## src/hdl/pswb_pkg.sv

```systemverilog
// Types, constants and word-building functions for the PLL word builder.
package pswb_pkg;

    localparam int FREQ_W   = 32;
    localparam int PFD_W    = 27;
    localparam int RDIV_W   = 14;
    localparam int WORD_W   = 24;
    localparam int KIND_W   = 2;
    localparam int CFG_IDX_W  = 3;
    localparam int CFG_DATA_W = 27;
    localparam int NUM_CELLS  = FREQ_W;
    localparam int B_W      = 13;
    localparam int A_W      = 5;

    // register indexes
    localparam logic [CFG_IDX_W-1:0] REG_REF_DIVIDER     = 3'd0;
    localparam logic [CFG_IDX_W-1:0] REG_PFD_RATE        = 3'd1;
    localparam logic [CFG_IDX_W-1:0] REG_PRESCALER_SEL   = 3'd2;
    localparam logic [CFG_IDX_W-1:0] REG_R_OPTIONS       = 3'd3;
    localparam logic [CFG_IDX_W-1:0] REG_CONTROL_OPTIONS = 3'd4;
    localparam logic [CFG_IDX_W-1:0] REG_CP_GAIN         = 3'd5;
    localparam logic [CFG_IDX_W-1:0] REG_N_OPTIONS       = 3'd6;

    // word kinds
    localparam logic [KIND_W-1:0] KIND_REF  = 2'd0;
    localparam logic [KIND_W-1:0] KIND_CTRL = 2'd1;
    localparam logic [KIND_W-1:0] KIND_DIV  = 2'd2;

    // control bits in bits 1..0
    localparam logic [1:0] CTL_REF     = 2'b01;
    localparam logic [1:0] CTL_CONTROL = 2'b00;
    localparam logic [1:0] CTL_DIVIDER = 2'b10;

    localparam logic [B_W-1:0] B_MIN = 13'd3;
    localparam logic [B_W-1:0] B_MAX = 13'd8191;
    localparam logic [A_W-1:0] A_MIN = 5'd2;
    localparam logic [A_W-1:0] A_MAX = 5'd31;

    localparam logic [PFD_W-1:0]  RST_PFD_RATE        = 27'd1000000;
    localparam logic [RDIV_W-1:0] RST_REF_DIVIDER     = 14'd1;
    localparam logic [1:0]        RST_PRESCALER_SEL   = 2'd2;
    localparam logic [7:0]        RST_R_OPTIONS       = 8'd3;
    localparam logic [21:0]       RST_CONTROL_OPTIONS = 22'd14628;

    typedef struct packed {
        logic [RDIV_W-1:0] ref_divider;
        logic [PFD_W-1:0]  pfd_rate;
        logic [1:0]        prescaler_sel;
        logic [7:0]        r_options;
        logic [21:0]       control_options;
        logic              cp_gain;
        logic [1:0]        n_options;
    } t_cfg;

    // data handed from one division cell to the next
    typedef struct packed {
        logic              valid;
        logic [PFD_W-1:0]  rem;
        logic [FREQ_W-1:0] work;  // dividend bits shift out, quotient bits shift in
    } t_div_stage;

    function automatic logic [WORD_W-1:0] ref_word(input t_cfg c);
        logic [RDIV_W-1:0] rdiv;
        rdiv = (c.ref_divider == '0) ? RDIV_W'(1) : c.ref_divider;
        return {c.r_options, rdiv, CTL_REF};
    endfunction

    function automatic logic [WORD_W-1:0] ctrl_word(input t_cfg c);
        logic [21:0] body;
        body = {c.control_options[21:2], 2'b00};
        body[10] = body[10] | c.cp_gain;
        return {c.prescaler_sel, body[21:2], CTL_CONTROL};
    endfunction

    function automatic logic [WORD_W-1:0] div_word(input t_cfg c, input logic [FREQ_W-1:0] steps);
        logic [FREQ_W-1:0] b_full;
        logic [5:0]        a_full;
        logic [B_W-1:0]    b;
        logic [A_W-1:0]    a;
        b_full = steps >> (3 + c.prescaler_sel);
        a_full = steps[5:0] & ((6'd8 << c.prescaler_sel) - 6'd1);
        if (b_full < FREQ_W'(B_MIN))      b = B_MIN;
        else if (b_full > FREQ_W'(B_MAX)) b = B_MAX;
        else                              b = b_full[B_W-1:0];
        if (a_full < 6'(A_MIN))      a = A_MIN;
        else if (a_full > 6'(A_MAX)) a = A_MAX;
        else                         a = a_full[A_W-1:0];
        return {c.n_options[1], c.n_options[0], c.cp_gain, b, 1'b0, a, CTL_DIVIDER};
    endfunction

endpackage

```

## src/hdl/pswb_serializer.sv

```systemverilog
// Output stage: holds one quotient and sends its three programming words.
module pswb_serializer (
    input  logic                          i_clk,
    input  logic                          i_rst_n,
    input  pswb_pkg::t_cfg                i_cfg,
    input  logic                          i_in_valid,
    input  logic [pswb_pkg::FREQ_W-1:0]   i_steps,
    output logic                          o_load,
    output logic                          o_out_valid,
    input  logic                          i_out_stall,
    output logic [pswb_pkg::WORD_W-1:0]   o_reg_word,
    output logic [pswb_pkg::KIND_W-1:0]   o_word_kind,
    output logic                          o_last_word
);
    import pswb_pkg::*;

    logic              r_valid;
    logic [KIND_W-1:0] r_kind;
    logic [FREQ_W-1:0] r_steps;
    logic              out_take;

    assign out_take = r_valid && !i_out_stall;
    assign o_load   = !r_valid || (out_take && r_kind == KIND_DIV);

    always_ff @(posedge i_clk) begin
        if (!i_rst_n) begin
            r_valid <= 1'b0;
            r_kind  <= KIND_REF;
        end else if (o_load) begin
            r_valid <= i_in_valid;
            r_kind  <= KIND_REF;
        end else if (out_take) begin
            r_kind <= (r_kind == KIND_REF) ? KIND_CTRL : KIND_DIV;
        end
    end

    always_ff @(posedge i_clk) begin
        if (o_load) begin
            r_steps <= i_steps;
        end
    end

    always_comb begin
        unique case (r_kind)
            KIND_REF:  o_reg_word = ref_word(i_cfg);
            KIND_CTRL: o_reg_word = ctrl_word(i_cfg);
            KIND_DIV:  o_reg_word = div_word(i_cfg, r_steps);
            default:   o_reg_word = '0;
        endcase
    end

    assign o_out_valid = r_valid;
    assign o_word_kind = r_kind;
    assign o_last_word = (r_kind == KIND_DIV);

endmodule

```

## config.mk

```make
export PLATFORM = sky130hd
export DESIGN_NAME = pswb_serializer
export DESIGN_NICKNAME = d
export VERILOG_FILES = /design/src/hdl/pswb_pkg.sv /design/src/hdl/pswb_serializer.sv
export SDC_FILE = /design/constraint.sdc
export NUM_CORES = 1
export LEC_CHECK = 0
export BUFFER_PORTS_ARGS = -buffer_cell sky130_fd_sc_hd__buf_2
export CAP_MARGIN = 20
export CORE_MARGIN = 3
export CORE_UTILIZATION = 39
export DETAILED_ROUTE_END_ITERATION = 7
export GPL_ROUTABILITY_DRIVEN = 0
export GPL_TIMING_DRIVEN = 0
export PLACE_DENSITY = 0.77
export SYNTH_ARGS = -nofsm -noshare
export SYNTH_HDL_FRONTEND = slang
export SYNTH_SLANG_ARGS = --single-unit
```

## constraint.sdc

```tcl
create_clock -name i_clk -period 3 [get_ports i_clk]
set_clock_uncertainty 0.2 [all_clocks]
set_input_delay 0.45 -clock i_clk [delete_from_list [all_inputs] [get_ports i_clk]]
set_output_delay 0.45 -clock i_clk [all_outputs]
set_load 0.02 [all_outputs]
```

-- After elaboration in Yosys (flattened, before gate mapping)
Cells that the tools add are included.
Widths: inputs -> output; s select.
- shifts and indexed selects: 2
- eq/ne operators: 2
- muxes and demuxes: 7
- $add $sub $neg: 2
- bitwise operators: 3
- reductions and logical operators: 8
- $lt $le $gt $ge: 4
- operators by type and width (cell ; count):
    $pmux 24 s3 ; 1
    $gt 32x13->1 const B ; 1
    $lt 32x2->1 const B ; 1
    $shr 32x3->32 ; 1
    $mux 13 ; 2
    $logic_not 14->1 ; 1
    $mux 14 ; 1
    $mux 5 ; 2
    $and 6x6->6 ; 1
    $gt 6x5->1 const B ; 1
    $lt 6x2->1 const B ; 1
    $shl 4x2->6 const A ; 1
    $sub 6x1->6 const B ; 1
    $add 2x2->3 const A ; 1
    $eq 2x1->1 const B ; 1
    $eq 2x2->1 const B ; 1
    $logic_and 1x1->1 ; 2
    $logic_not 1->1 ; 2
    $logic_not 2->1 ; 1
    $mux 2 ; 1
    $reduce_or 2->1 ; 1
    $logic_or 1x1->1 ; 1
    $not 1->1 ; 1
    $or 1x1->1 ; 1
- input bits: 112
- word-level logic and storage cells: 31
- bits in registers: 35
- output and inout port bits: 29

-- Longest topological paths before layout
- depth after elaboration: 7
- mapped depth: 7
- gate-level depth less buffers: 5

-- Worst setup path before layout
OpenSTA, ideal clock, no wires.
- path type: register to output
- from: reg r_kind[1] (netlist: o_word_kind[1])
- to: out o_load
- data arrival time: 2.621 ns
- cell stages (with the launch flop): 4
- data required time: 2.350 ns
- path buffers: 1
- slack: -0.271 ns
- cells stage by stage: dfxtp_1 -> clkbuf_1 -> nand2_1 -> o21ai_1
- cells in the longest elaborated chain, start to end: 3
- RTL lines (what ; line ; source):
    start, declared ; pswb_serializer.sv:18 ; logic [KIND_W-1:0] r_kind;
    start signal, assigned ; pswb_serializer.sv:33 ; r_kind <= (r_kind == KIND_REF) ? KIND_CTRL : KIND_DIV;
    $eq 2x2->1 ; pswb_serializer.sv:23 ; assign o_load = !r_valid || (out_take && r_kind == KIND_DIV);
    $logic_and 1x1->1 ; pswb_serializer.sv:23 ;
    $logic_or 1x1->1 ; pswb_serializer.sv:23 ;
    end, declared ; pswb_serializer.sv:8 ; output logic o_load,
Every way passes these cells.

-- Worst setup path after layout
- from: reg r_steps[13]
- to: out o_reg_word[9] (netlist bit)
- cells in the longest elaborated chain, start to end: 5
- elaborated cells on any way between the ends: 6
- those cells by class: order compare: 2; shift: 1; mux: 3
- RTL lines (what ; line ; source):
    start, declared ; pswb_serializer.sv:19 ; logic [FREQ_W-1:0] r_steps;
    start signal, assigned ; pswb_serializer.sv:39 ; r_steps <= i_steps;
    $shr 32x3->32 (*) ; pswb_pkg.sv:80 ; b_full = steps >> (3 + c.prescaler_sel);
    $gt 32x13->1 ; pswb_pkg.sv:83 ; else if (b_full > FREQ_W'(B_MAX)) b = B_MAX;
    $mux 13 ; pswb_pkg.sv:83 ;
    $mux 13 (*) ; pswb_pkg.sv:82 ; if (b_full < FREQ_W'(B_MIN)) b = B_MIN;
    $pmux 24 s3 (*) ; pswb_serializer.sv:44 ; unique case (r_kind)
    end, declared ; pswb_serializer.sv:11 ; output logic [pswb_pkg::WORD_W-1:0] o_reg_word,
Mark *: on every way between the ends. The rest lies on a longest branch, timed or not.

==> PnR_summary.wiki <==
{| class="wikitable"
! Metric !! Value
|-
| EDFF count, synth || 32
|-
| Wire length of the first global-routing pass || 9.38 mm
|-
| Post-Syn Instances || 196
|-
| Fraction of power spent switching nets || 0.253
|-
| P&R area growth vs syn || 42.6%
|-
| Register share of total power || 0.461
|-
| Fraction of layout instances using a drive strength above 1 || 0.491
|-
| Post-layout worst setup margin || -0.285 ns
|-
| Portion of total power attributed to combinational logic || 0.237
|-
| Start point of the critical path || r_steps[13]
|-
| Cell internal power dissipation || 0.968 mW
|-
| Setup violations, final || 2
|-
| Post-Place Cell Area || 0.00288 mm2
|-
| Max-slew headroom || 0.463
|-
| Clock transition at path regs || 0.07 ns
|-
| Share of flip-flops with an asynchronous set or reset || 0
|-
| Placeable Area || 0.00530 mm2
|-
| WL per Instance || 16.2 um
|-
| Die width || 81.6 um
|-
| WL met2 || 3.03 mm
|-
| Violated checks || negative setup slack
|-
| Sort of element at the end of the critical path || output pin
|-
| Commonest cells after routing, fill and taps aside || buf_2, edfxtp_1, nor2_1, a21oi_1, mux4_2
|-
| Clock buffer count from CTS || 5
|-
| Area of the multi-input gates || 0.00121 mm2
|-
| Number of pins with negative max-slew slack in the final report || 0
|-
| Cell variety after synth || 35
|-
| Max-Cap Viols || 0
|-
| Total global routing track utilization || 0.183
|-
| RSZ-0062 raised after global routing || true
|-
| Min Clock Period, post-route || 3.29 ns
|-
| Part of the power in the clock network || 0.303
|-
| Length of routed wiring on met1 || 2.63 mm
|-
| Input/output buffers || 110
|-
| GR Overflow Total || 0
|-
| Remaining DRCs || 0
|-
| Number of ports placed on the die boundary || 141
|-
| Total number of clock tree sinks || 35
|-
| Arrival time of data at the critical path endpoint || 2.64 ns
|-
| Via total after detailed routing || 2,192
|-
| H-tree level count || 2
|-
| Num rows || 26
|-
| Crit path max fanout || 4
|-
| CTS max path bufs || 2
|-
| Class of the most critical hold timing path || in2reg
|-
| Critical path destination || o_reg_word[9]
|-
| Full die area || 0.00666 mm2
|-
| Top cells by area in the synthesized netlist || edfxtp_1, mux4_2, mux4_1
|-
| Primary FF master, synth || edfxtp_1
|-
| Detail-routed via count per cell || 5.54
|-
| Util after Layout || 0.600
|-
| Initial antenna violation count || 0
|-
| Crit share post-route || 1.10
|-
| P_sw || 0.327 mW
|-
| Logic depth of the worst register-to-register path || 3
|-
| Start point of the worst hold path || i_steps[20]
|-
| Total standard cell area after synthesis || 0.00223 mm2
|-
| Status || complete, but fails checks
|-
| Maximum ir drop on the vdd rail || 0.346 mV
|-
| Synth Net Count || 308
|-
| Skew-Pair Late Insertion Delay || 0.27 ns
|-
| Final number of hold-violating endpoints || 0
|-
| Overall Power || 1.29 mW
|-
| N_diodes || 0
|-
| First-pass iteration count of the detailed router || 4
|-
| Most common library cell in the layout ignoring fill and taps || buf_2
|-
| Met3 routed wirelength || 745 um
|-
| HPWL after detailed placement || 4.78 mm
|-
| Area taken by flip-flops and latches || 0.00102 mm2
|-
| Top layer reached by signal wires || met4
|-
| Number of nets in the finished design || 437
|-
| Die Y || 81.6 um
|-
| Static leakage || 1.33 nW
|-
| WL final || 6.43 mm
|-
| Syn avg cell area || 11.4 um2
|-
| Violation count after the first detailed-route iteration || 131
|-
| Worst Tran Pin Value || 0.806 ns
|-
| Starting utilization of the core area || 0.420
|-
| Final TNS setup || -0.563 ns
|-
| Number of fillers in the final layout || 457
|-
| Max Clk Rate || 304 MHz
|-
| Kind of start point of the critical path || register
|-
| Number of global-route vias before repair || 1,991
|-
| Root buffer selected by CTS || clkbuf_8
|-
| Library cell occupying the most area in the post-synthesis netlist || edfxtp_1
|-
| Endpoint required time on the critical path || 2.35 ns
|-
| Post-synthesis register bit count || 35
|-
| Launch instance of the worst register-to-register path || o_word_kind[1]
|-
| Path type of the worst setup path || reg2out
|-
| Sequential element share of the synthesized area || 0.458
|-
| Register-to-register path setup slack || 0.71 ns
|-
| Power density relative to cell area || 407 mW/mm2
|-
| Share of the synthesized area in the top cell type || 0.431
|-
| Capturing point of the worst reg2reg path || r_steps[6]
|-
| Warning count from the yosys run || 0
|-
| Worst setup timing slack at the placement stage || -0.431 ns
|-
| CTS tree || done
|-
| Number of routed nets with antenna violations || 0
|-
| Area of all placed cells without fillers || 0.00318 mm2
|-
| Pin count of the biggest net entering global routing || 35
|}
==> per-stage QoR <==
step | hold WS [ns] | cells
global placement | 0.294 | 376
CTS | 0.132 | 394
finish | 0.144 | 396
global route | 0.131 | 396
detailed placement | 0.314 | 376
floorplan | 0.349 | 196
==> sequential cells by signal, summed over array words and instances (netlist names) <==
register     cells
o_out_valid      1
o_word_kind      2
r_steps         32
==> cell usage after synthesis (4+ instances only) <==
cell type,number
a21oi_1,15
nor3_1,5
nor4_1,4
a31oi_1,6
edfxtp_1,32
nor2b_1,10
inv_1,4
nand2_1,8
mux4_1,5
mux2i_1,11
a211oi_1,10
mux4_2,9
o21ai_1,7
nor2_1,17
clkbuf_1,13
o41ai_1,11
==> how the worst min path moves through the flow <==
stage	slack [ns]	cells past startpoint	to
after global placement	0.29	2	o_word_kind[1]
final	0.14	1	r_steps[20]
after CTS	0.13	1	r_steps[4]
after detailed placement	0.31	2	o_word_kind[1]
after global routing	0.13	1	r_steps[10]
after floorplan	0.35	0	r_steps[0]
==> layer usage <==
metal / vias up / global-route usage
li1: 1048 / -
met1: 1018 / 0.228
met2: 122 / 0.311
met3: 4 / 0.0570
met4: 0 / 0.0415
met5: - / 0
==> repair_timing <==
| item | in CTS | in global routing |
|---|---|---|
| setup buffers | 10 | 1 |
| hold buffers | 0 | 0 |
| pin swaps | 4 | 2 |
| cloned | 0 | 1 |
| endpoints found under the setup margin | 2 | 10 |
| gates resized for setup | 10 | 16 |
==> kinds of logic after synthesis <==
family                 count (synthesis)  share of synthesized area
AOI/OAI and AO/OA                     61                      0.183
buffers and inverters                 23                     0.0443
DFF                                   35                      0.458
muxes                                 25                      0.199
and+or+nand+nor                       52                      0.116
==> final cells by class <==
type / count / share of cell area
flip-flops and latches: 35 / 0.321
plain buffers: 18 / 0.0260
repair buffers: 121 / 0.204
multi-input cells: 139 / 0.381
clock inverters: 3 / 0.0122
clock buffers: 5 / 0.0216
well taps: 70 / 0.0275
inverters: 5 / 0.00590
==> worst max-delay path, cell delays in order (launching register included) <==
cell,delay (ns)
edfxtp_1,0.41
buf_6,0.14
mux4_2,0.46
or4_4,0.54
or4_4,0.47
a31oi_4,0.21
buf_6,0.14
==> power groups by stage <==
stage / logic [mW] / registers (mW) / clock network (mW)
4_1_cts: 0.290 / 0.595 / 0.406
6_report: 0.306 / 0.597 / 0.392
3_3_place_gp: 0.262 / 0.605 / 0
5_1_grt: 0.332 / 0.600 / 0.428
2_1_floorplan: 0.159 / 0.601 / 0
3_5_place_dp: 0.266 / 0.608 / 0
Power figures use the tool's default switching activity.
