File: config.mk
export PLATFORM = sky130hd
export DESIGN_NAME = pswb_div_cell
export DESIGN_NICKNAME = d
export VERILOG_FILES = /design/src/hdl/pswb_pkg.sv /design/src/hdl/pswb_div_cell.sv
export SDC_FILE = /design/constraint.sdc
export NUM_CORES = 1
export LEC_CHECK = 0
export ABC_AREA = 1
export ABC_CLOCK_PERIOD_IN_PS = 4500
export BUFFER_PORTS_ARGS = -buffer_cell sky130_fd_sc_hd__buf_2
export CORE_MARGIN = 5
export CORE_UTILIZATION = 50
export DETAILED_ROUTE_END_ITERATION = 10
export GPL_ROUTABILITY_DRIVEN = 0
export PLACE_DENSITY = 0.79
export SLEW_MARGIN = 20
export SYNTH_ARGS = -nofsm -noshare
export SYNTH_HDL_FRONTEND = slang
export SYNTH_SLANG_ARGS = --single-unit
File: constraint.sdc
create_clock -name i_clk -period 4.5 [get_ports i_clk]
set_clock_uncertainty 0.1 [all_clocks]
set_input_delay 0.225 -clock i_clk [delete_from_list [all_inputs] [get_ports i_clk]]
set_output_delay 0.225 -clock i_clk [all_outputs]
set_load 0.01 [all_outputs]
File: src/hdl/pswb_pkg.sv
// Types, constants and word-building functions for the PLL word builder.
package pswb_pkg;

    localparam int FREQ_W   = 32;
    localparam int PFD_W    = 27;
    localparam int RDIV_W   = 14;
    localparam int WORD_W   = 24;
    localparam int KIND_W   = 2;
    localparam int CFG_IDX_W  = 3;
    localparam int CFG_DATA_W = 27;
    localparam int NUM_CELLS  = FREQ_W;
    localparam int B_W      = 13;
    localparam int A_W      = 5;

    // register indexes
    localparam logic [CFG_IDX_W-1:0] REG_REF_DIVIDER     = 3'd0;
    localparam logic [CFG_IDX_W-1:0] REG_PFD_RATE        = 3'd1;
    localparam logic [CFG_IDX_W-1:0] REG_PRESCALER_SEL   = 3'd2;
    localparam logic [CFG_IDX_W-1:0] REG_R_OPTIONS       = 3'd3;
    localparam logic [CFG_IDX_W-1:0] REG_CONTROL_OPTIONS = 3'd4;
    localparam logic [CFG_IDX_W-1:0] REG_CP_GAIN         = 3'd5;
    localparam logic [CFG_IDX_W-1:0] REG_N_OPTIONS       = 3'd6;

    // word kinds
    localparam logic [KIND_W-1:0] KIND_REF  = 2'd0;
    localparam logic [KIND_W-1:0] KIND_CTRL = 2'd1;
    localparam logic [KIND_W-1:0] KIND_DIV  = 2'd2;

    // control bits in bits 1..0
    localparam logic [1:0] CTL_REF     = 2'b01;
    localparam logic [1:0] CTL_CONTROL = 2'b00;
    localparam logic [1:0] CTL_DIVIDER = 2'b10;

    localparam logic [B_W-1:0] B_MIN = 13'd3;
    localparam logic [B_W-1:0] B_MAX = 13'd8191;
    localparam logic [A_W-1:0] A_MIN = 5'd2;
    localparam logic [A_W-1:0] A_MAX = 5'd31;

    localparam logic [PFD_W-1:0]  RST_PFD_RATE        = 27'd1000000;
    localparam logic [RDIV_W-1:0] RST_REF_DIVIDER     = 14'd1;
    localparam logic [1:0]        RST_PRESCALER_SEL   = 2'd2;
    localparam logic [7:0]        RST_R_OPTIONS       = 8'd3;
    localparam logic [21:0]       RST_CONTROL_OPTIONS = 22'd14628;

    typedef struct packed {
        logic [RDIV_W-1:0] ref_divider;
        logic [PFD_W-1:0]  pfd_rate;
        logic [1:0]        prescaler_sel;
        logic [7:0]        r_options;
        logic [21:0]       control_options;
        logic              cp_gain;
        logic [1:0]        n_options;
    } t_cfg;

    // data handed from one division cell to the next
    typedef struct packed {
        logic              valid;
        logic [PFD_W-1:0]  rem;
        logic [FREQ_W-1:0] work;  // dividend bits shift out, quotient bits shift in
    } t_div_stage;

    function automatic logic [WORD_W-1:0] ref_word(input t_cfg c);
        logic [RDIV_W-1:0] rdiv;
        rdiv = (c.ref_divider == '0) ? RDIV_W'(1) : c.ref_divider;
        return {c.r_options, rdiv, CTL_REF};
    endfunction

    function automatic logic [WORD_W-1:0] ctrl_word(input t_cfg c);
        logic [21:0] body;
        body = {c.control_options[21:2], 2'b00};
        body[10] = body[10] | c.cp_gain;
        return {c.prescaler_sel, body[21:2], CTL_CONTROL};
    endfunction

    function automatic logic [WORD_W-1:0] div_word(input t_cfg c, input logic [FREQ_W-1:0] steps);
        logic [FREQ_W-1:0] b_full;
        logic [5:0]        a_full;
        logic [B_W-1:0]    b;
        logic [A_W-1:0]    a;
        b_full = steps >> (3 + c.prescaler_sel);
        a_full = steps[5:0] & ((6'd8 << c.prescaler_sel) - 6'd1);
        if (b_full < FREQ_W'(B_MIN))      b = B_MIN;
        else if (b_full > FREQ_W'(B_MAX)) b = B_MAX;
        else                              b = b_full[B_W-1:0];
        if (a_full < 6'(A_MIN))      a = A_MIN;
        else if (a_full > 6'(A_MAX)) a = A_MAX;
        else                         a = a_full[A_W-1:0];
        return {c.n_options[1], c.n_options[0], c.cp_gain, b, 1'b0, a, CTL_DIVIDER};
    endfunction

endpackage

File: src/hdl/pswb_div_cell.sv
// One restoring-division cell: resolves one quotient bit per request.
module pswb_div_cell (
    input  logic                      i_clk,
    input  logic                      i_rst_n,
    input  logic                      i_advance,
    input  logic [pswb_pkg::PFD_W-1:0] i_divisor,
    input  pswb_pkg::t_div_stage      i_stage,
    output pswb_pkg::t_div_stage      o_stage
);
    import pswb_pkg::*;

    logic             r_valid;
    logic [PFD_W-1:0] r_rem;
    logic [FREQ_W-1:0] r_work;
    logic [PFD_W:0]   trial;
    logic             ge;
    logic [PFD_W:0]   diff;
    logic [PFD_W-1:0] n_rem;
    logic [FREQ_W-1:0] n_work;

    always_comb begin
        trial  = {i_stage.rem, i_stage.work[FREQ_W-1]};
        ge     = trial >= {1'b0, i_divisor};
        diff   = trial - {1'b0, i_divisor};
        // remainder stays below the divisor, so it fits the narrower width
        n_rem  = ge ? diff[PFD_W-1:0] : trial[PFD_W-1:0];
        n_work = {i_stage.work[FREQ_W-2:0], ge};
    end

    always_ff @(posedge i_clk) begin
        if (!i_rst_n) begin
            r_valid <= 1'b0;
        end else if (i_advance) begin
            r_valid <= i_stage.valid;
        end
    end

    always_ff @(posedge i_clk) begin
        if (i_advance) begin
            r_rem  <= n_rem;
            r_work <= n_work;
        end
    end

    assign o_stage = '{valid: r_valid, rem: r_rem, work: r_work};

endmodule

Yosys cells after proc, flatten, opt, wreduce, memory -nomap -nowiden. Index checks and enable logic that the tools add are counted.

Register bits: 60. Output and inout port bits: 60.

Muxes and demuxes: 1. Add/sub/neg operators: 1. Magnitude comparators: 1.

Operator list (count): 28-bit by 27-bit >= comparator with 1-bit output (1); 27-bit 2-to-1 mux (1); 27-bit subtractor (1).

Logic depth before layout (Yosys ltp). Gate-level depths: netlist of the first run.

Depth after elaboration: 2. Depth in mapped cells: 14.

Least setup slack after synthesis of the first run. No wires, ideal clock.

Kind: input port to flip-flop. Start: input i_stage[31] (netlist bit). End: register r_rem[1] (data pin). Arrival time: 1.694 ns. Path buffers: 1. Data required time: 4.146 ns. Slack: 2.452 ns. Cell stages on the path: 12. Cells stage by stage: inv_1 ha_1 fa_1 inv_1 nand3_1 nand3_1 nand2_1 nand3_2 nand2_4 nand3_4 buf_8 o21ai_2.

Cells in the longest elaborated chain, start to end: 2.

RTL lines: start: declaration (line pswb_div_cell.sv:7) `input pswb_pkg::t_div_stage i_stage,`; 27-bit subtractor / 28-bit by 27-bit >= comparator with 1-bit output (equally long branches) (line pswb_div_cell.sv:24, pswb_div_cell.sv:23); 27-bit 2-to-1 mux (*) (line pswb_div_cell.sv:26) `n_rem = ge ? diff[PFD_W-1:0] : trial[PFD_W-1:0];`; net n_rem[1] (line pswb_div_cell.sv:18) `logic [PFD_W-1:0] n_rem;`; end signal: assignment (line pswb_div_cell.sv:40) `r_rem <= n_rem;`; end: declaration (line pswb_div_cell.sv:13) `logic [PFD_W-1:0] r_rem;`.

Mark *: on every way through the listed nets, which the timed path passes. The rest lies on a longest branch. A chain may end at the register's enable or synchronous reset.

Final worst setup path of the first run.
Start: input i_divisor[23] (netlist bit). End: register r_rem[13] (data pin).

Cells in the longest elaborated chain, start to end: 2.

RTL lines: start: declaration (line pswb_div_cell.sv:6) `input logic [pswb_pkg::PFD_W-1:0] i_divisor,`; 28-bit by 27-bit >= comparator with 1-bit output (line pswb_div_cell.sv:23) `ge = trial >= {1'b0, i_divisor};`; 27-bit 2-to-1 mux (line pswb_div_cell.sv:26); net n_rem[13] (line pswb_div_cell.sv:18).

The timed path passes the listed nets, and every way through them passes these cells.

==> impl_results.md, run 1 <==
* Status: completed
* Final Util at 66.4%
* H-tree Lvls at 3
* Final Cell Area at 5850 um^2
* Worst-path clk slew at 0.06 ns
* Bufs and invs on worst path at 2
* Largest net degree at the start of global routing at 62
* Layout Nets at 903
* Crit path top cell by count: nand2_1
* Max-Cap Viols at 0
* DR WL/cell at 13.5 um
* Via count at 4483
* Unrepaired setup endpoints after global routing: false
* # rows at 34
* ANT cells at 0
* Post-cts hold buffer count at 31
* Layout area overhead at 28.0%
* HP Class: input port to flop
* Count leader, synth: nand2_1
* Clock sink count at 60
* Syn nets at 720
* ANT nets after route at 0
* Crit path kind: input port to flop
* Hold Path Depth at 3
* Ys Warns at 0
* Worst slew pin tran at 0.748 ns
* Cell area power density at 283 nW/um^2
* Clock share of power at 25.1%
* Crit path arrival time at 2.58 ns
* Post-synth ARST share at 0%
* CTS root buffer: clkbuf_8
* Ports at 150
* Via density at 4.99
* Largest delay share family, worst path: simple AND/OR/NAND/NOR gates
* NetSw at 0.557 mW
* Core box area at 8810 um^2
* Final setup vio count at 0
* Cell Int Power at 1.10 mW
* R2R cell count at 2
* Layout cells sized above 1 at 26.1%
* Crit-path cells: buf_2 > inv_1 > ha_1 > a21oi_1 > nand2_1 > nand2_1 > nand2_1 > a21oi_4 > nand3_4 > nand2_1 > nand2_1
* Leak at 3.26 nW
* Antenna violations before repair at 0
* Post-DP HPWL at 9.46 mm
* Number of global-route vias before repair at 4410
* Post-synthesis register bit count at 60
* Worst Setup SP: i_divisor[23]
* Post-CTS sizing at 0
* Worst path required time at 4.46 ns
* Top cell type by total area after synthesis: edfxtp_1
* Peak Freq at 381 MHz
* Area after DPL at 5370 um^2
* Clk Latency, worst-skew pair at 0.33 ns
* Min-Delay Startpoint: i_stage[59]
* Total gr overflow at 0
* Startpoint types: input port
* TritonCTS clock tree: yes
* Comb pwr share at 32.3%
* Syn Area/Cell at 7.59 um^2
* Seq pwr share at 42.6%
* Sequential fraction of the synthesis area at 39.2%
* First-pass GRT wire length at 19.9 mm
* CP max-delay cell: nand3_4
* Synth top area share at 38.8%
* Mapped Area at 4570 um^2
* Post-synth EDFFs at 59
* Final hold vios at 0
* Critical R2R Launch: r_valid
* Min cycle time layout at 2.62 ns
* Worst slew margin at 50.1%
* Drt pass-1 iters at 6
* Die height at 106 um
* Main synth FF type: edfxtp_1
* Worst-path fanout max at 40
* Worst path max stage delay at 0.60 ns
* Die Footprint at 11100 um^2
* Crit. path cell count at 11
* DRC at 0
* Largest cells by area after synthesis: edfxtp_1 39%, nand2_1 17%, inv_1 11%
* Post-CTS setup buffers at 0
* Initial Util at 51.9%
* Die W at 106 um
* Syn Inst Count at 602
* Input/output buffers at 149
* Setup_tns at 0 ns
* Sw Ratio at 33.7%
* DRT iter0 DRCs at 381
* Count of cell types in the netlist at 34
* Final WL at 12.1 mm
* Commonest cells in the netlist: 210 x nand2_1, 138 x inv_1, 59 x edfxtp_1
* CP endpoint kind: flop
* Tcrit/Tclk final at 58.3%
* Number of buffers created by CTS at 9
* GR Util All Layers at 21.9%
* Max clock buf depth at 2
* Max Slew Vio Count at 0
* Peak VDD IR at 132 uV
## cell usage in the layout, fill, tap and decap left out, drive strengths merged, types with 4 or more instances in the layout
cell,synthesis,routed
nand4,21,21
clkbuf,1,9
xor2,14,14
o21ai,13,13
inv,139,139
nand2,218,218
clkinv,0,4
nand3,36,36
ha,27,27
nor2,38,38
nand3b,4,4
edfxtp,59,59
buf,8,150
dlygate4sd3,0,31
a21oi,15,15
## cell families (layout without fill, tap and decap cells)
group                    after synthesis  in the layout  share of synthesized area, %
buffers and inverters                148            336                          13.3
adder cells (fa/ha/maj)               28             28                          7.83
XOR/XNOR                              15             15                          2.88
AO/OA/AOI/OAI                         29             29                          4.46
flip-flops                            60             60                          39.2
AND/OR/NAND/NOR                      322            322                          32.3
## routing by layer
| layer | global-route usage (%) | vias to the layer above | wire length [um] |
|---|---|---|---|
| li1 | - | 2243 | - |
| met1 | 27.0 | 1994 | 4850 |
| met2 | 37.7 | 210 | 5830 |
| met3 | 5.20 | 36 | 1100 |
| met4 | 7.59 | 0 | 337 |
| met5 | 0 | - | 0 |
## flip-flops by register name, summed over array words and instances, names as in the netlist
name / count
r_rem: 27
r_valid: 1
r_work: 32
## tightest hold or removal path, cell delays in order
cell	delay, ns
buf_2	0.10
inv_1	0.04
a21oi_1	0.05
## worst paths after layout
check,slack [ns],to
worst min-delay path,0.02,r_valid
worst min register to register,0.46,r_valid
worst max register to register,3.73,r_valid
worst max-delay path,1.88,r_rem[13]
## final cells by class
type	count	area, um^2
clock buffers	9	124
clock inverters	7	43.8
fillers	701	2960
inverters	139	522
multi-input cells	394	2170
flip-flops and latches	60	1790
well taps	108	135
repair buffers	181	1060
## stage by stage
stage | setup slack [ns] | total power, mW | std cells | hold slack [ns]
floorplan | 2.45 | 1.05 | 602 | 0.218
global placement | 1.66 | 1.21 | 851 | 0.302
finish | 1.88 | 1.65 | 898 | 0.0247
global route | 1.70 | 1.76 | 898 | 0.0137
CTS | 1.94 | 1.66 | 898 | 0.0116
detailed placement | 1.59 | 1.22 | 851 | 0.303
## power by group through the flow
stage          Sequential [mW]  Combinational (mW)  Clock [mW]
5_1_grt                  0.711               0.591       0.454
2_1_floorplan            0.756               0.295           0
4_1_cts                  0.705               0.530       0.422
3_5_place_dp             0.717               0.506           0
3_3_place_gp             0.716               0.496           0
6_report                 0.705               0.534       0.415
No activity file was read; power rests on OpenSTA's default activity.
==> run 2, diff against run 1 <==
--- a/config.mk
+++ b/config.mk
@@ -5,14 +5,14 @@
 export SDC_FILE = /design/constraint.sdc
 export NUM_CORES = 1
 export LEC_CHECK = 0
-export ABC_AREA = 1
-export ABC_CLOCK_PERIOD_IN_PS = 4500
+export ABC_AREA = 0
+export ABC_CLOCK_PERIOD_IN_PS = 2200
 export BUFFER_PORTS_ARGS = -buffer_cell sky130_fd_sc_hd__buf_2
 export CORE_MARGIN = 5
-export CORE_UTILIZATION = 50
+export CORE_UTILIZATION = 44
 export DETAILED_ROUTE_END_ITERATION = 10
 export GPL_ROUTABILITY_DRIVEN = 0
-export PLACE_DENSITY = 0.79
+export PLACE_DENSITY = 0.77
 export SLEW_MARGIN = 20
 export SYNTH_ARGS = -nofsm -noshare
 export SYNTH_HDL_FRONTEND = slang
==> constraint.sdc (replaced) <==
create_clock -name i_clk -period 2.2 [get_ports i_clk]
set_clock_uncertainty 0.1 [all_clocks]
set_input_delay 0.11 -clock i_clk [delete_from_list [all_inputs] [get_ports i_clk]]
set_output_delay 0.11 -clock i_clk [all_outputs]
set_load 0.01 [all_outputs]
==> run 2 against run 1 <==
Net effect: the run now ends with negative setup slack left; non-clock buffer count grew 76; first-iteration DRC count fell by 61%; clock-buffer cell count stayed put; sequential power grew 110%; power is 110% higher; largest cell class is now flip-flops and latches.
==> impl_results.md, run 2 <==
* Peak Freq at 447 MHz
* CP endpoint kind: flop
* Failing checks: negative setup slack
* Ports at 150
* Commonest cells in the netlist: 59 x edfxtp_1, 43 x a21oi_1, 33 x inv_1
* DR WL/cell at 15.2 um
* Placed cell count at 644
* Non-Filler Instances at 698
* Max-Cap Viols at 0
* Post-synthesis register bit count at 60
* M2 GR Usage at 39.0%
* Commonest non-fill, non-tap cell in the layout: buf_2
* Sequential fraction of the synthesis area at 49.8%
* Clk Latency, worst-skew pair at 0.33 ns
* Number of global-route vias before repair at 3521
* H-tree Lvls at 3
* Min cycle time layout at 2.24 ns
* GR Util All Layers at 20.4%
* Layout area overhead at 58.9%
* # rows at 33
* Mapped Area at 3600 um^2
* GRT Max-Usage Layer: met2
* Peak VDD IR at 347 uV
* First-pass GRT wire length at 16.2 mm
* Count of cell types in the netlist at 44
* Post-synth EDFFs at 59
* Worst slew pin tran at 0.512 ns
* Max reg flops at 32
* FILL cells at 618
* ANT nets after route at 0
* Synth top area share at 49.2%
* Most flop-heavy register: r_work
* Hold slack at 0.0144 ns
* Antenna violations before repair at 0
* Via count at 3474
* Most frequent cells in the layout: 147 x buf_2, 69 x buf_4, 59 x edfxtp_1
* Die W at 100 um
* Worst slew margin at 65.9%
* Largest net degree at the start of global routing at 43
* DRT iter0 DRCs at 150
* Largest cells by area after synthesis: edfxtp_1 49%, ha_1 9.4%, a21oi_1 6.0%
* Input/output buffers at 149
* Final hold vios at 0
* Max clock buf depth at 2
* Layout Nets at 707
* Drt pass-1 iters at 7
* Worst-path fanout max at 3
* GRT met3 Usage at 4.59%
* GR Util met1 at 22.5%
* Die Footprint at 10100 um^2
* Syn Area/Cell at 11.0 um^2
* Final setup vio count at 7
* Core box area at 8090 um^2
* HP Class: input port to flop
* Cell area power density at 621 nW/um^2
* Crit path kind: input port to flop
* Number of buffers created by CTS at 9
* Count leader, synth: edfxtp_1
* Max Slew Vio Count at 0
* Syn nets at 445
* Post-synth ARST share at 0%
* Crit path arrival time at 2.22 ns
* Worst path required time at 2.18 ns
* TritonCTS clock tree: yes
* Total gr overflow at 0
* Die height at 100 um
* Status: finished, violations left
* Clock sink count at 60
* Worst-path clk slew at 0.07 ns
* Top Registers: r_work (32), r_rem (27), r_valid (1)
* Top cell type by total area after synthesis: edfxtp_1
* DRC at 0
* Layout cells sized above 1 at 47.6%
* Tcrit/Tclk final at 102%
* Ys Warns at 0
* Via density at 4.98
* Syn Inst Count at 327
* Startpoint types: input port
* Leak at 2.72 nW
* Post-DP HPWL at 7.94 mm
* Final WL at 10.6 mm
* Final Worst Setup Slack at -0.0359 ns
* Unrepaired setup endpoints after global routing: true
* ANT cells at 0
* CTS root buffer: clkbuf_8
* Main synth FF type: edfxtp_1
* Initial Util at 44.5%
[run 2: final cells by class]
| type | instances | area [um^2] | area share [%] |
|---|---|---|---|
| inverter | 33 | 134 | 2.34 |
| tap | 105 | 131 | 2.30 |
| multi-input combinational | 228 | 1790 | 31.3 |
| clock buffer | 9 | 124 | 2.17 |
| clock inverter | 6 | 56.3 | 0.984 |
| timing repair buffer | 257 | 1690 | 29.6 |
| sequential | 60 | 1790 | 31.3 |
[run 2: path summary, 6_finish.rpt]
path / start / end / slack (ns) / cells past startpoint
min reg2reg: r_valid / r_valid / 0.96 / 3
min: i_stage[40] / r_rem[9] / 0.01 / 2
max: i_divisor[0] / r_rem[26] / -0.04 / 12
max reg2reg: r_valid / r_valid / 0.96 / 3
[run 2: timing repair]
action                                 in CTS  in global routing
resized for setup                           3                 23
hold buffers                               34                  0
endpoints found under the hold margin      33                  0
setup endpoints to repair                   9                 26
pin swaps                                   8                  7
setup buffers                               4                  2
[run 2: per-stage QoR]
stage	instance area (um^2)	TNS (ns)	util, %	total power [mW]	setup WS [ns]
CTS	5630	0	69.6	3.55	0.00322
floorplan	3710	-0.618	-	2.06	-0.0635
global placement	5070	-7.82	62.6	2.50	-0.310
finish	5720	-0.160	70.7	3.55	-0.0359
detailed placement	5070	-9.33	62.6	2.54	-0.412
global route	5720	-0.812	70.7	3.75	-0.0635
[run 2: routing by layer]
layer	wire, um	up-vias
li1	-	1714
met1	3980	1600
met5	0	-
met3	853	17
met2	5590	143
met4	159	0
[run 2: where the power goes]
part	internal, mW	switching [mW]
clock network	0.506	0.429
registers	1.42	0.0324
logic	0.609	0.551
total	2.54	1.01
[run 2: kinds of logic after synthesis]
kind of cell	count (synthesis)	share of synthesized area, %
AOI/OAI and AO/OA	90	15.5
xor gates and xnor gates	25	6.08
adders and majority gates	28	9.94
buffers and inverters	39	5.04
DFF	60	49.8
muxes	9	3.48
and+or+nand+nor	76	10.2
[run 2: critical path, cell delays in order]
cell	delay (ns)
buf_2	0.11
ha_4	0.16
fa_2	0.36
nand2b_4	0.15
a21o_1	0.18
a21oi_2	0.19
buf_4	0.14
o21ai_1	0.05
o211ai_1	0.17
a31oi_1	0.17
xnor2_1	0.15
mux2_4	0.26
